$ cat src/hdl/acd_pkg.sv
// Shared types, byte codes, command codes and colour maps for the ANSI
// console decoder. No dependencies; imported by the decoder top level.
`default_nettype none

package acd_pkg;

    // Default parameter values for the top level
    localparam int MAX_OPERANDS_DEF = 10;
    localparam int OPERAND_BITS_DEF = 16;

    // Width of the numeric result fields
    localparam int FIELD_W = 16;

    typedef logic [7:0]         byte_t;
    typedef logic [3:0]         action_t;
    typedef logic [FIELD_W-1:0] field_t;
    typedef logic [1:0]         erase_t;
    typedef logic [6:0]         attr_t;
    typedef logic [1:0]         err_t;
    typedef logic [2:0]         color_t;

    // Command codes
    localparam action_t ACT_CHAR   = 4'd0;
    localparam action_t ACT_BKERA  = 4'd1;
    localparam action_t ACT_FWD    = 4'd2;
    localparam action_t ACT_CURSOR = 4'd3;
    localparam action_t ACT_CLEAR  = 4'd4;
    localparam action_t ACT_ERASE  = 4'd5;
    localparam action_t ACT_ATTR   = 4'd6;
    localparam action_t ACT_NL     = 4'd7;
    localparam action_t ACT_ERROR  = 4'd8;

    // Error codes
    localparam err_t ERR_NO_BRACKET = 2'd0;
    localparam err_t ERR_BAD_FINAL  = 2'd1;
    localparam err_t ERR_TOO_MANY   = 2'd2;
    localparam err_t ERR_CUT_OFF    = 2'd3;

    // Erase-line modes
    localparam erase_t ERASE_TO_END   = 2'd0;
    localparam erase_t ERASE_TO_CUR   = 2'd1;
    localparam erase_t ERASE_WHOLE    = 2'd2;

    // Parser phases
    localparam logic [1:0] PH_GROUND = 2'd0;
    localparam logic [1:0] PH_ESC    = 2'd1;
    localparam logic [1:0] PH_CSI    = 2'd2;

    // Byte codes
    localparam byte_t CH_BEL   = 8'h07;
    localparam byte_t CH_BS    = 8'h08;
    localparam byte_t CH_ESC   = 8'h1b;
    localparam byte_t CH_LBRK  = 8'h5b; // '['
    localparam byte_t CH_SEMI  = 8'h3b; // ';'
    localparam byte_t CH_QMARK = 8'h3f; // '?'
    localparam byte_t CH_ZERO  = 8'h30; // '0'
    localparam byte_t CH_NINE  = 8'h39; // '9'
    localparam byte_t FIN_J    = 8'h4a;
    localparam byte_t FIN_C    = 8'h43;
    localparam byte_t FIN_H    = 8'h48;
    localparam byte_t FIN_K    = 8'h4b;
    localparam byte_t FIN_M    = 8'h6d; // 'm'
    localparam byte_t FIN_L    = 8'h4c;

    // SGR operand values
    localparam int SGR_RESET   = 0;
    localparam int SGR_INVERSE = 7;
    localparam int SGR_FG_BASE = 30;
    localparam int SGR_BG_BASE = 40;
    localparam int SGR_SPAN    = 7;

    localparam color_t FG_RESET = 3'd7;
    localparam color_t BG_RESET = 3'd0;

    // One result beat, all fields; unused fields stay zero
    typedef struct packed {
        action_t action;
        byte_t   char_out;
        field_t  move_count;
        field_t  target_col;
        field_t  target_row;
        erase_t  erase_mode;
        attr_t   attribute;
        err_t    error_code;
    } result_t;

    // ANSI colour index to console foreground code
    function automatic attr_t fg_code(input color_t idx);
        attr_t c;
        case (idx)
            3'd0:    c = 7'h00;
            3'd1:    c = 7'h04;
            3'd2:    c = 7'h02;
            3'd3:    c = 7'h0e;
            3'd4:    c = 7'h01;
            3'd5:    c = 7'h05;
            3'd6:    c = 7'h03;
            default: c = 7'h0f;
        endcase
        return c;
    endfunction

    // ANSI colour index to console background code
    function automatic attr_t bg_code(input color_t idx);
        attr_t c;
        case (idx)
            3'd0:    c = 7'h00;
            3'd1:    c = 7'h40;
            3'd2:    c = 7'h20;
            3'd3:    c = 7'h60;
            3'd4:    c = 7'h10;
            3'd5:    c = 7'h50;
            3'd6:    c = 7'h30;
            default: c = 7'h70;
        endcase
        return c;
    endfunction

endpackage

`default_nettype wire

$ cat src/hdl/ansi_escape_console_decoder_unit.sv
// ANSI CSI escape sequence decoder: bytes in, console command beats out.
// Depends on acd_pkg (types, byte and command codes, colour maps).
`default_nettype none
//
//  channel | direction | handshake         | payload
//  --------+-----------+-------------------+------------------------------------------
//  s_      | in        | s_valid / s_ready | s_byte_in, s_last_in_buffer
//  m_      | out       | m_valid / m_ready | m_action, m_char_out, m_move_count,
//          |           |                   | m_target_col, m_target_row, m_erase_mode,
//          |           |                   | m_attribute, m_error_code
//
// Throughput: one byte per cycle while m_ready is high; a byte passes the
//   input register, then the result register, before its result is
//   presented.
// The parser state (phase, two stored operands, operand count, colours) is
//   updated in one pass of small logic between the two registers.
// Reset (aresetn low, synchronous) empties both registers and returns the
//   parser to ground with white on black.
// Stalls: while m_ready is low and a result waits, the input register still
//   holds one byte; s_ready drops only when both registers are full.

module ansi_escape_console_decoder_unit #(
    parameter int MAX_OPERANDS = acd_pkg::MAX_OPERANDS_DEF,
    parameter int OPERAND_BITS = acd_pkg::OPERAND_BITS_DEF
) (
    input  wire                    aclk,
    input  wire                    aresetn,

    input  wire                    s_valid,
    output logic                   s_ready,
    input  wire acd_pkg::byte_t    s_byte_in,
    input  wire                    s_last_in_buffer,

    output logic                   m_valid,
    input  wire                    m_ready,
    output acd_pkg::action_t       m_action,
    output acd_pkg::byte_t         m_char_out,
    output acd_pkg::field_t        m_move_count,
    output acd_pkg::field_t        m_target_col,
    output acd_pkg::field_t        m_target_row,
    output acd_pkg::erase_t        m_erase_mode,
    output acd_pkg::attr_t         m_attribute,
    output acd_pkg::err_t          m_error_code
);

    import acd_pkg::*;

    localparam int CNT_W  = $clog2(MAX_OPERANDS + 1);
    localparam int WIDE_W = (OPERAND_BITS > FIELD_W) ? OPERAND_BITS : FIELD_W;
    localparam int PROD_W = OPERAND_BITS + 4;

    typedef logic [OPERAND_BITS-1:0] operand_t;

    // Input register
    logic     in_valid_reg;
    byte_t    in_byte_reg;
    logic     in_last_reg;

    // Result register
    logic     out_valid_reg;
    logic     out_valid_next;
    result_t  result_reg;

    // Parser state
    logic [1:0]       phase_reg,  phase_next;
    operand_t         op0_reg,    op0_next;
    operand_t         op1_reg,    op1_next;
    logic [CNT_W-1:0] count_reg,  count_next;
    color_t           fg_reg,     fg_next;
    color_t           bg_reg,     bg_next;

    // Decode outputs
    result_t  res_c;
    logic     emit_c;

    // Handshake control
    logic     out_free;
    logic     advance;

    // Digit accumulation helpers
    logic [3:0]        digit;
    operand_t          acc_sel;
    logic [PROD_W-1:0] acc_prod;
    operand_t          acc_sat;
    logic [7:0]        op0_low;
    logic [7:0]        sgr_off_fg;
    logic [7:0]        sgr_off_bg;
    logic              op0_small;

    // Operand to 16-bit result field: zero-extend or truncate
    function automatic field_t to_field(input operand_t v);
        logic [WIDE_W-1:0] w;
        w = WIDE_W'(v);
        return w[FIELD_W-1:0];
    endfunction

    // Advance the input register whenever the result register can take a
    // new beat; bytes that make no result pass through the same way.
    assign out_free = !out_valid_reg || m_ready;
    assign advance  = in_valid_reg && out_free;
    assign s_ready  = !in_valid_reg || out_free;

    always_ff @(posedge aclk) begin
        if (!aresetn) begin
            in_valid_reg <= 1'b0;
        end else if (s_ready) begin
            in_valid_reg <= s_valid;
        end
    end

    // Payload needs no reset; capture on every beat
    always_ff @(posedge aclk) begin
        if (s_valid && s_ready) begin
            in_byte_reg <= s_byte_in;
            in_last_reg <= s_last_in_buffer;
        end
    end

    // Multiply-accumulate the current operand by ten, saturating
    assign digit    = 4'(in_byte_reg - CH_ZERO);
    assign acc_sel  = (count_reg == CNT_W'(1)) ? op0_reg : op1_reg;
    assign acc_prod = (PROD_W'(acc_sel) << 3) + (PROD_W'(acc_sel) << 1) + PROD_W'(digit);
    assign acc_sat  = (acc_prod[PROD_W-1:OPERAND_BITS] != 4'd0) ? {OPERAND_BITS{1'b1}}
                                                                : acc_prod[OPERAND_BITS-1:0];

    // SGR operand checks; operands are at least 8 bits wide
    assign op0_low    = op0_reg[7:0];
    assign op0_small  = (op0_reg >> 8) == '0;
    assign sgr_off_fg = op0_low - 8'(SGR_FG_BASE);
    assign sgr_off_bg = op0_low - 8'(SGR_BG_BASE);

    always_comb begin
        phase_next = phase_reg;
        op0_next   = op0_reg;
        op1_next   = op1_reg;
        count_next = count_reg;
        fg_next    = fg_reg;
        bg_next    = bg_reg;
        res_c      = '0;
        emit_c     = 1'b0;

        case (phase_reg)
            PH_ESC: begin
                if (in_byte_reg != CH_LBRK) begin
                    // Drop both bytes, report and fall back to ground
                    phase_next       = PH_GROUND;
                    emit_c           = 1'b1;
                    res_c.action     = ACT_ERROR;
                    res_c.error_code = ERR_NO_BRACKET;
                end else begin
                    phase_next = PH_CSI;
                    op0_next   = '0;
                    op1_next   = '0;
                    count_next = CNT_W'(1);
                    if (in_last_reg) begin
                        phase_next       = PH_GROUND;
                        emit_c           = 1'b1;
                        res_c.action     = ACT_ERROR;
                        res_c.error_code = ERR_CUT_OFF;
                    end
                end
            end

            PH_CSI: begin
                if (in_byte_reg >= CH_ZERO && in_byte_reg <= CH_NINE) begin
                    // Only the first two operands are stored
                    if (count_reg == CNT_W'(1)) begin
                        op0_next = acc_sat;
                    end else if (count_reg == CNT_W'(2)) begin
                        op1_next = acc_sat;
                    end
                    if (in_last_reg) begin
                        phase_next       = PH_GROUND;
                        emit_c           = 1'b1;
                        res_c.action     = ACT_ERROR;
                        res_c.error_code = ERR_CUT_OFF;
                    end
                end else if (in_byte_reg == CH_SEMI || in_byte_reg == CH_QMARK) begin
                    if (count_reg >= CNT_W'(MAX_OPERANDS)) begin
                        phase_next       = PH_GROUND;
                        emit_c           = 1'b1;
                        res_c.action     = ACT_ERROR;
                        res_c.error_code = ERR_TOO_MANY;
                    end else begin
                        count_next = count_reg + CNT_W'(1);
                        if (in_last_reg) begin
                            phase_next       = PH_GROUND;
                            emit_c           = 1'b1;
                            res_c.action     = ACT_ERROR;
                            res_c.error_code = ERR_CUT_OFF;
                        end
                    end
                end else begin
                    // Final byte closes the sequence
                    phase_next = PH_GROUND;
                    emit_c     = 1'b1;
                    case (in_byte_reg)
                        FIN_J: begin
                            res_c.action = ACT_CLEAR;
                        end
                        FIN_C: begin
                            res_c.action     = ACT_FWD;
                            res_c.move_count = to_field((op0_reg == '0) ?
                                                        OPERAND_BITS'(1) : op0_reg);
                        end
                        FIN_H: begin
                            res_c.action     = ACT_CURSOR;
                            res_c.target_col = to_field((op1_reg == '0) ?
                                                        '0 : op1_reg - OPERAND_BITS'(1));
                            res_c.target_row = to_field((op0_reg == '0) ?
                                                        '0 : op0_reg - OPERAND_BITS'(1));
                        end
                        FIN_K: begin
                            res_c.action = ACT_ERASE;
                            if (op0_reg == OPERAND_BITS'(2)) begin
                                res_c.erase_mode = ERASE_WHOLE;
                            end else if (op0_reg == OPERAND_BITS'(1)) begin
                                res_c.erase_mode = ERASE_TO_CUR;
                            end else begin
                                res_c.erase_mode = ERASE_TO_END;
                            end
                        end
                        FIN_M: begin
                            res_c.action = ACT_ATTR;
                            if (op0_reg == OPERAND_BITS'(SGR_RESET)) begin
                                fg_next = FG_RESET;
                                bg_next = BG_RESET;
                            end else if (op0_reg == OPERAND_BITS'(SGR_INVERSE)) begin
                                fg_next = bg_reg;
                                bg_next = fg_reg;
                            end else if (op0_small && sgr_off_fg <= 8'(SGR_SPAN)) begin
                                fg_next = sgr_off_fg[2:0];
                            end else if (op0_small && sgr_off_bg <= 8'(SGR_SPAN)) begin
                                bg_next = sgr_off_bg[2:0];
                            end else begin
                                // Unsupported mode: no beat, colours kept
                                emit_c       = 1'b0;
                                res_c.action = ACT_CHAR;
                            end
                            res_c.attribute = emit_c ? (fg_code(fg_next) | bg_code(bg_next))
                                                     : '0;
                        end
                        FIN_L: begin
                            res_c.action = ACT_NL;
                        end
                        default: begin
                            res_c.action     = ACT_ERROR;
                            res_c.error_code = ERR_BAD_FINAL;
                        end
                    endcase
                end
            end

            default: begin
                // Ground
                phase_next = PH_GROUND;
                if (in_byte_reg == CH_BEL) begin
                    emit_c = 1'b0;
                end else if (in_byte_reg == CH_BS) begin
                    emit_c       = 1'b1;
                    res_c.action = ACT_BKERA;
                end else if (in_byte_reg == CH_ESC) begin
                    phase_next = PH_ESC;
                    if (in_last_reg) begin
                        phase_next       = PH_GROUND;
                        emit_c           = 1'b1;
                        res_c.action     = ACT_ERROR;
                        res_c.error_code = ERR_CUT_OFF;
                    end
                end else begin
                    emit_c         = 1'b1;
                    res_c.action   = ACT_CHAR;
                    res_c.char_out = in_byte_reg;
                end
            end
        endcase
    end

    // Parser state advances once per byte leaving the input register
    always_ff @(posedge aclk) begin
        if (!aresetn) begin
            phase_reg <= PH_GROUND;
            op0_reg   <= '0;
            op1_reg   <= '0;
            count_reg <= '0;
            fg_reg    <= FG_RESET;
            bg_reg    <= BG_RESET;
        end else if (advance) begin
            phase_reg <= phase_next;
            op0_reg   <= op0_next;
            op1_reg   <= op1_next;
            count_reg <= count_next;
            fg_reg    <= fg_next;
            bg_reg    <= bg_next;
        end
    end

    // Result register: load on a producing byte, drop after the beat
    always_comb begin
        out_valid_next = out_valid_reg && !m_ready;
        if (advance && emit_c) begin
            out_valid_next = 1'b1;
        end
    end

    always_ff @(posedge aclk) begin
        if (!aresetn) begin
            out_valid_reg <= 1'b0;
        end else begin
            out_valid_reg <= out_valid_next;
        end
    end

    always_ff @(posedge aclk) begin
        if (advance && emit_c) begin
            result_reg <= res_c;
        end
    end

    assign m_valid      = out_valid_reg;
    assign m_action     = result_reg.action;
    assign m_char_out   = result_reg.char_out;
    assign m_move_count = result_reg.move_count;
    assign m_target_col = result_reg.target_col;
    assign m_target_row = result_reg.target_row;
    assign m_erase_mode = result_reg.erase_mode;
    assign m_attribute  = result_reg.attribute;
    assign m_error_code = result_reg.error_code;

    // Any error beat leaves the parser at ground
    a_error_to_ground: assert property (@(posedge aclk) disable iff (!aresetn)
        (advance && emit_c && res_c.action == ACT_ERROR) |=> (phase_reg == PH_GROUND))
        else $error("parser not at ground after an error beat");

    // Operand count never runs past its limit
    a_count_limit: assert property (@(posedge aclk) disable iff (!aresetn)
        count_reg <= CNT_W'(MAX_OPERANDS))
        else $error("operand count above limit");

    // A producing byte always shows up as a result beat next cycle
    a_emit_shows: assert property (@(posedge aclk) disable iff (!aresetn)
        (advance && emit_c) |=> m_valid)
        else $error("result beat lost");

    // Input side stalls only with both registers full and the output blocked
    a_stall_cause: assert property (@(posedge aclk) disable iff (!aresetn)
        !s_ready |-> (in_valid_reg && out_valid_reg && !m_ready))
        else $error("input stalled without cause");

endmodule

`default_nettype wire
$ cat config.mk
export PLATFORM = sky130hd
export DESIGN_NAME = ansi_escape_console_decoder_unit
export DESIGN_NICKNAME = d
export VERILOG_FILES = /design/src/hdl/acd_pkg.sv /design/src/hdl/ansi_escape_console_decoder_unit.sv
export SDC_FILE = /design/constraint.sdc
export NUM_CORES = 1
export LEC_CHECK = 0
export ABC_AREA = 1
export ABC_CLOCK_PERIOD_IN_PS = 3200
export BUFFER_PORTS_ARGS = -buffer_cell sky130_fd_sc_hd__buf_2
export CORE_ASPECT_RATIO = 1.1
export CORE_MARGIN = 10
export CORE_UTILIZATION = 50
export CTS_CLUSTER_SIZE = 20
export DETAILED_ROUTE_END_ITERATION = 7
export PLACE_DENSITY = 0.73
export SLEW_MARGIN = 20
export SYNTH_ARGS = -nofsm -noshare
export SYNTH_HDL_FRONTEND = slang
export SYNTH_SLANG_ARGS = --single-unit
$ cat constraint.sdc
create_clock -name aclk -period 3.2 [get_ports aclk]
set_input_delay 0.16 -clock aclk [delete_from_list [all_inputs] [get_ports aclk]]
set_output_delay 0.16 -clock aclk [all_outputs]
set_load 0.01 [all_outputs]
* Word level (Yosys, flattened, before mapping)
Index checks and enable logic that the tools add are counted.
** Cells by class
- Add/subtract/negate cells :: 8
- Order comparisons :: 5
- Equality and inequality tests :: 39
- Mux-type cells :: 99
- Bitwise operators :: 9
- Reductions and logical operators :: 33
** Operator list (count)
- $mux W16 :: 8
- $pmux W16 S2 :: 2
- $mux W3 :: 19
- $mux W7 :: 8
- $pmux W7 S7 :: 1
- $eq A8 B7 Y1 const B :: 6
- $logic_not A16 Y1 :: 3
- $mux W4 :: 11
- $sub A16 B1 Y16 const B :: 2
- $mux W2 :: 15
- $reduce_or A5 Y1 :: 6
- $pmux W4 S7 :: 1
- $mux W1 :: 25
- $pmux W4 S6 :: 1
- $add A19 B17 Y20 :: 1
- $add A20 B4 Y20 :: 1
- $eq A3 B3 Y1 const B :: 6
- $eq A16 B1 Y1 const B :: 1
- $eq A16 B2 Y1 const B :: 1
- $eq A16 B3 Y1 const B :: 1
- $eq A8 B6 Y1 const B :: 2
- $le A8 B3 Y1 const B :: 2
- $mux W8 :: 2
- $ne A2 B2 Y1 const B :: 8
- 33 further kinds :: 60
** Storage, ports and cells
- Flip-flop bits (word level) :: 126
- Input port bits :: 13
- Output and inout bits :: 73

* Depth between registers and ports, before layout
- Depth in word-level cells :: 18
- Depth in mapped cells :: 22
- Mapped depth without buffers :: 21

* Worst setup path before layout
No wires, ideal clock.
- Kind :: register to register
- Start point :: reg count_reg[1]
- End point :: reg op0_reg[5]
- Library setup time :: 119 ps
- Arrival time :: 3362 ps
- Data required time :: 3081 ps
- Setup slack :: -281 ps
- Stages on the path, launching flop included :: 22
- Cells stage by stage :: dfxtp_1 -> inv_1 -> ha_1 -> nand2_2 -> clkbuf_1 -> nand2_1 -> o21ai_0 -> fa_1 -> fa_1 -> nand3_1 -> nand3_1 -> nand3_1 -> nand2_1 -> nand2_1 -> nand2_1 -> nand2_1 -> nand2_1 -> nor2_2 -> buf_2 -> nand3_1 -> nand2_1 -> a21oi_1
** On the way
- Cells in the longest elaborated chain, start to end :: 9
- Elaborated cells on any way between the ends :: 11
- Classes of those cells :: 2 x add/sub; 2 x eq/ne; 5 x mux; 2 x reduce/logical
** Ends and longest elaborated chain
- start: declaration :: RTL line ansi_escape_console_decoder_unit.sv:68 : logic [CNT_W-1:0] count_reg, count_next;
- start signal: assignment :: RTL line ansi_escape_console_decoder_unit.sv:292 : count_reg <= count_next;
- $eq A4 B1 Y1 * :: RTL line ansi_escape_console_decoder_unit.sv:121, ansi_escape_console_decoder_unit.sv:167
- $mux W16 :: RTL line ansi_escape_console_decoder_unit.sv:121 : assign acc_sel = (count_reg == CNT_W'(1)) ? op0_reg : op1_reg;
- $add A19 B17 Y20 :: RTL line ansi_escape_console_decoder_unit.sv:122 : assign acc_prod = (PROD_W'(acc_sel) << 3) + (PROD_W'(acc_sel) << 1) + PROD_W'(digit);
- $add A20 B4 Y20 :: RTL line ansi_escape_console_decoder_unit.sv:122
- $reduce_bool A4 Y1 :: RTL line ansi_escape_console_decoder_unit.sv:123 : assign acc_sat = (acc_prod[PROD_W-1:OPERAND_BITS] != 4'd0) ? {OPERAND_BITS{1'b1}}
- $mux W16 :: RTL line ansi_escape_console_decoder_unit.sv:123
- $mux W16 :: RTL line ansi_escape_console_decoder_unit.sv:167 : if (count_reg == CNT_W'(1)) begin
- $mux W16 :: RTL line ansi_escape_console_decoder_unit.sv:165 : if (in_byte_reg >= CH_ZERO && in_byte_reg <= CH_NINE) begin
- $pmux W16 S2 :: RTL line ansi_escape_console_decoder_unit.sv:142 : case (phase_reg)
- end signal: assignment :: RTL line ansi_escape_console_decoder_unit.sv:290 : op0_reg <= op0_next;
- end: declaration :: RTL line ansi_escape_console_decoder_unit.sv:66 : operand_t op0_reg, op0_next;
Mark *: on every way between the ends. The rest lies on a longest branch, timed or not. The select of a mux whose other input is x is not followed.
A chain may end at the register's enable or synchronous reset.

* Worst setup path in the final report
- Start point :: reg count_reg[3]
- End point :: reg op1_reg[1]
** On the way
- Cells in the longest elaborated chain, start to end :: 10
- Elaborated cells on any way between the ends :: 14
- Classes of those cells :: 2 x add/sub; 4 x eq/ne; 6 x mux; 2 x reduce/logical
** Ends and longest elaborated chain
- $eq A4 B1 Y1 :: RTL line ansi_escape_console_decoder_unit.sv:121, ansi_escape_console_decoder_unit.sv:167
- $mux W16 :: RTL line ansi_escape_console_decoder_unit.sv:121
- $add A19 B17 Y20 :: RTL line ansi_escape_console_decoder_unit.sv:122
- $add A20 B4 Y20 :: RTL line ansi_escape_console_decoder_unit.sv:122
- $reduce_bool A4 Y1 :: RTL line ansi_escape_console_decoder_unit.sv:123
- $mux W16 :: RTL line ansi_escape_console_decoder_unit.sv:123
- $mux W16 :: RTL line ansi_escape_console_decoder_unit.sv:169 : end else if (count_reg == CNT_W'(2)) begin
- $mux W16 :: RTL line ansi_escape_console_decoder_unit.sv:167
- $mux W16 :: RTL line ansi_escape_console_decoder_unit.sv:165
- $pmux W16 S2 :: RTL line ansi_escape_console_decoder_unit.sv:142
- end signal: assignment :: RTL line ansi_escape_console_decoder_unit.sv:291 : op1_reg <= op1_next;
- end: declaration :: RTL line ansi_escape_console_decoder_unit.sv:67 : operand_t op1_reg, op1_next;
Parallel ways exist; a longest one is shown, timed or not. The select of a mux whose other input is x is not followed.

==> impl_metrics.env <==
export IMPL_synth_warnings=0
export IMPL_ioPinCount=86
export IMPL_h_tree_depth=4
export IMPL_ff2ff_path_depth=21
export IMPL_routed_wl_mm=21.2
export IMPL_dr_pass1_iters=6
export IMPL_final_cells=1315
export IMPL_hold_class="input pin to register"
export IMPL_synth_compound_area_share_pct=11.6
export IMPL_synth_seq_cells=126
export IMPL_synth_mux_area_share_pct=0
export IMPL_grt_ovfl_total=0
export IMPL_hold_viol_final=0
export IMPL_gp_congestion=0.908
export IMPL_synthSimpleGateAreaFrac_pct=25.0
export IMPL_grt_max_degree=64
export IMPL_slew_headroom_pct=55.3
export IMPL_report_final_slew_viol_count=0
export IMPL_drt_iter0_drc=584
export IMPL_drive_gt1_share_pct=26.3
export IMPL_num_antenna_cells=0
export IMPL_wl_per_cell_um=16.1
export IMPL_vias_per_cell=5.41
export IMPL_post_route_period_util_pct=99.0
export IMPL_critPathMaxFanout=8
export IMPL_cts_root_buf="clkbuf_16"
export IMPL_peakVddDrop_uv=289
export IMPL_hold_depth=3
export IMPL_synth_xor_area_share_pct=2.82
export IMPL_skew_ps=9.24
export IMPL_die_h_um=148
export IMPL_grt_pass1_vias=6509
export IMPL_clock_latency_ps=420
export IMPL_tightest_slew_ps=665
export IMPL_synth_edff_count=80
export IMPL_critPathKind="register to register"
export IMPL_async_flop_share_pct=0
export IMPL_antenna_found_initial=0
export IMPL_syn_num_nets=995
export IMPL_start_util_pct=51.3
export IMPL_ys_flop_type="edfxtp_1"
export IMPL_syn_instance_count=933
export IMPL_synth_cell_types=41
export IMPL_dp_final_hpwl_mm=14.3
export IMPL_drv_cap=0
export IMPL_core_area_um2=14500
export IMPL_max_freq_mhz=316
export IMPL_power_w=0.00422
export IMPL_die_width_um=136
export IMPL_start_kind="register"
export IMPL_clk_pin_slew_ps=60
export IMPL_synth_top_family_by_area="simple AND/OR/NAND/NOR gates"
export IMPL_area_delta_synth_final_pct=33.3
export IMPL_drc=0
export IMPL_die_area_um2=20200
export IMPL_syn_avg_cell_area_um2=7.98
export IMPL_cp_end_kind="register"
export IMPL_yosysSeqAreaShare_pct=44.6
export IMPL_p_leak_nw=4.55
export IMPL_nets=1174
export IMPL_setup_viol=0
export IMPL_period_minus_slack_ps=3170
export IMPL_clockBufferDepth=2
export IMPL_powerDensity_nw_per_um2=425
export IMPL_cts_made_buffers=17
export IMPL_worst_ep_arrival_time_ps=3460
export IMPL_io_buffers=85
export IMPL_grt_use_total_pct=19.4
export IMPL_setup_tns_final_ps=0
export IMPL_utilization_pct=68.4
export IMPL_syn_area_um2=7450
export IMPL_placed_cells=1260
export IMPL_cts_sinks=126
export IMPL_worstPathRequired_ps=3490
export IMPL_status="complete, no violations"
export IMPL_synth_fa_ha_area_share_pct=8.44
export IMPL_cts_tree="built"
export IMPL_vias=7119
export IMPL_grt_pass1_wl_mm=31.6
export IMPL_rows=46
export IMPL_final_antenna_net_count=0
placed cells by master (no fill, tap or decap), types with 3 or more instances in the layout:
cell type      count
nor4_1             3
or2_2              5
inv_1            108
a31oi_1            3
nand3_1           69
dfxtp_1           44
nand3_2            8
nor3_2             3
buf_2             85
buf_4             79
o21ai_1           35
nor2_1            94
and3_1             3
inv_2              7
nand4_1           12
nor3_1            11
a21oi_2            8
clkinv_1           6
buf_12             4
nor2_2             5
nand2_2           15
edfxtp_1          80
xnor2_1           11
ha_1              20
clkinv_2           6
clkbuf_16         21
nand3b_1           3
o21ai_0           34
nor2_4             5
dlygate4sd3_1      9
a21oi_1           73
xor2_1            13
nand2_1          186
ha_4              26
power by group:
part           switching [W]  leakage [nW]  internal (W)  total (W)
clock network       0.000665         0.268       0.00112    0.00178
registers          0.0000362          1.13       0.00181    0.00185
logic               0.000361          3.15      0.000235   0.000596
total                0.00106          4.55       0.00316    0.00422
cell type report:
cell class	instances	area (µm²)
Clock inverter	11	101
Multi-Input combinational cell	666	4070
Fill cell	1147	4580
Tap cell	192	240
Clock buffer	19	433
Timing Repair Buffer	182	1300
Inverter	119	450
Sequential cell	126	3330
worst paths after layout:
| kind | from | end | slack (ps) |
|---|---|---|---|
| max reg2reg | count_reg[3] | op1_reg[1] | 30 |
| min reg2reg | phase_reg[1] | phase_reg[1] | 490 |
| min | s_valid | in_valid_reg | 30 |
| max | count_reg[3] | op1_reg[1] | 30 |
synthesized netlist by cell type (all sizes together) (12+ instances only):
cell	n	area (µm²)
o21ai	72	360
a21oi	83	430
nand2	204	776
nor3	14	70.1
nor2	104	428
inv	116	435
dfxtp	46	921
xor2	13	114
edfxtp	80	2400
ha	47	588
nand3	77	395
nand4	12	75.1
metal layers:
layer  wire [µm]  vias to the layer above  track usage (%)
li1            -                     3476                -
met1        8910                     3328             24.6
met2       10500                      285             32.2
met4         400                        0             6.61
met3        1380                       30             3.73
met5           0                        -                0
worst max-delay path, stage by stage, from the launching register on:
cell and delay, ps:
dfxtp_1 350, nor2_4 210, nand2_8 110, buf_12 150
nand2_1 80, o21ai_2 80, ha_1 330, ha_4 180
fa_2 390, nand3_2 80, nand3_2 90, nand2_1 80
nand2_1 70, nand2_1 80, nand2_1 70, nand2_1 80
nand2_2 60, nor2_4 140, clkbuf_16 180, nand3_1 90
nand2_1 90, a21oi_1 70
cell families after synthesis:
kind of cell               count (synthesis)
DFF                                      126
xor gates and xnor gates                  24
buffers and inverters                    141
and+or+nand+nor                          428
AOI/OAI and AO/OA                        165
adders and majority gates                 49
metrics by stage:
step | hold slack [ps] | cell area, µm² | worst slack, ps
floorplan | 259 | 7480 | 1.54
global placement | 336 | 8610 | 11.4
detailed placement | 340 | 8610 | -108
CTS | 20.0 | 9260 | 0.400
global route | 49.6 | 9920 | -137
finish | 28.3 | 9920 | 32.8
repair_timing:
item                       in CTS  in global routing
buffers inserted                0                 12
resized for setup               9                 79
hold buffers                    9                  0
hold endpoints to repair        9                  0
pin swaps                       1                 21
setup endpoints to repair      32                 32
cloned                          0                  4
Power figures use the tool's default switching activity.
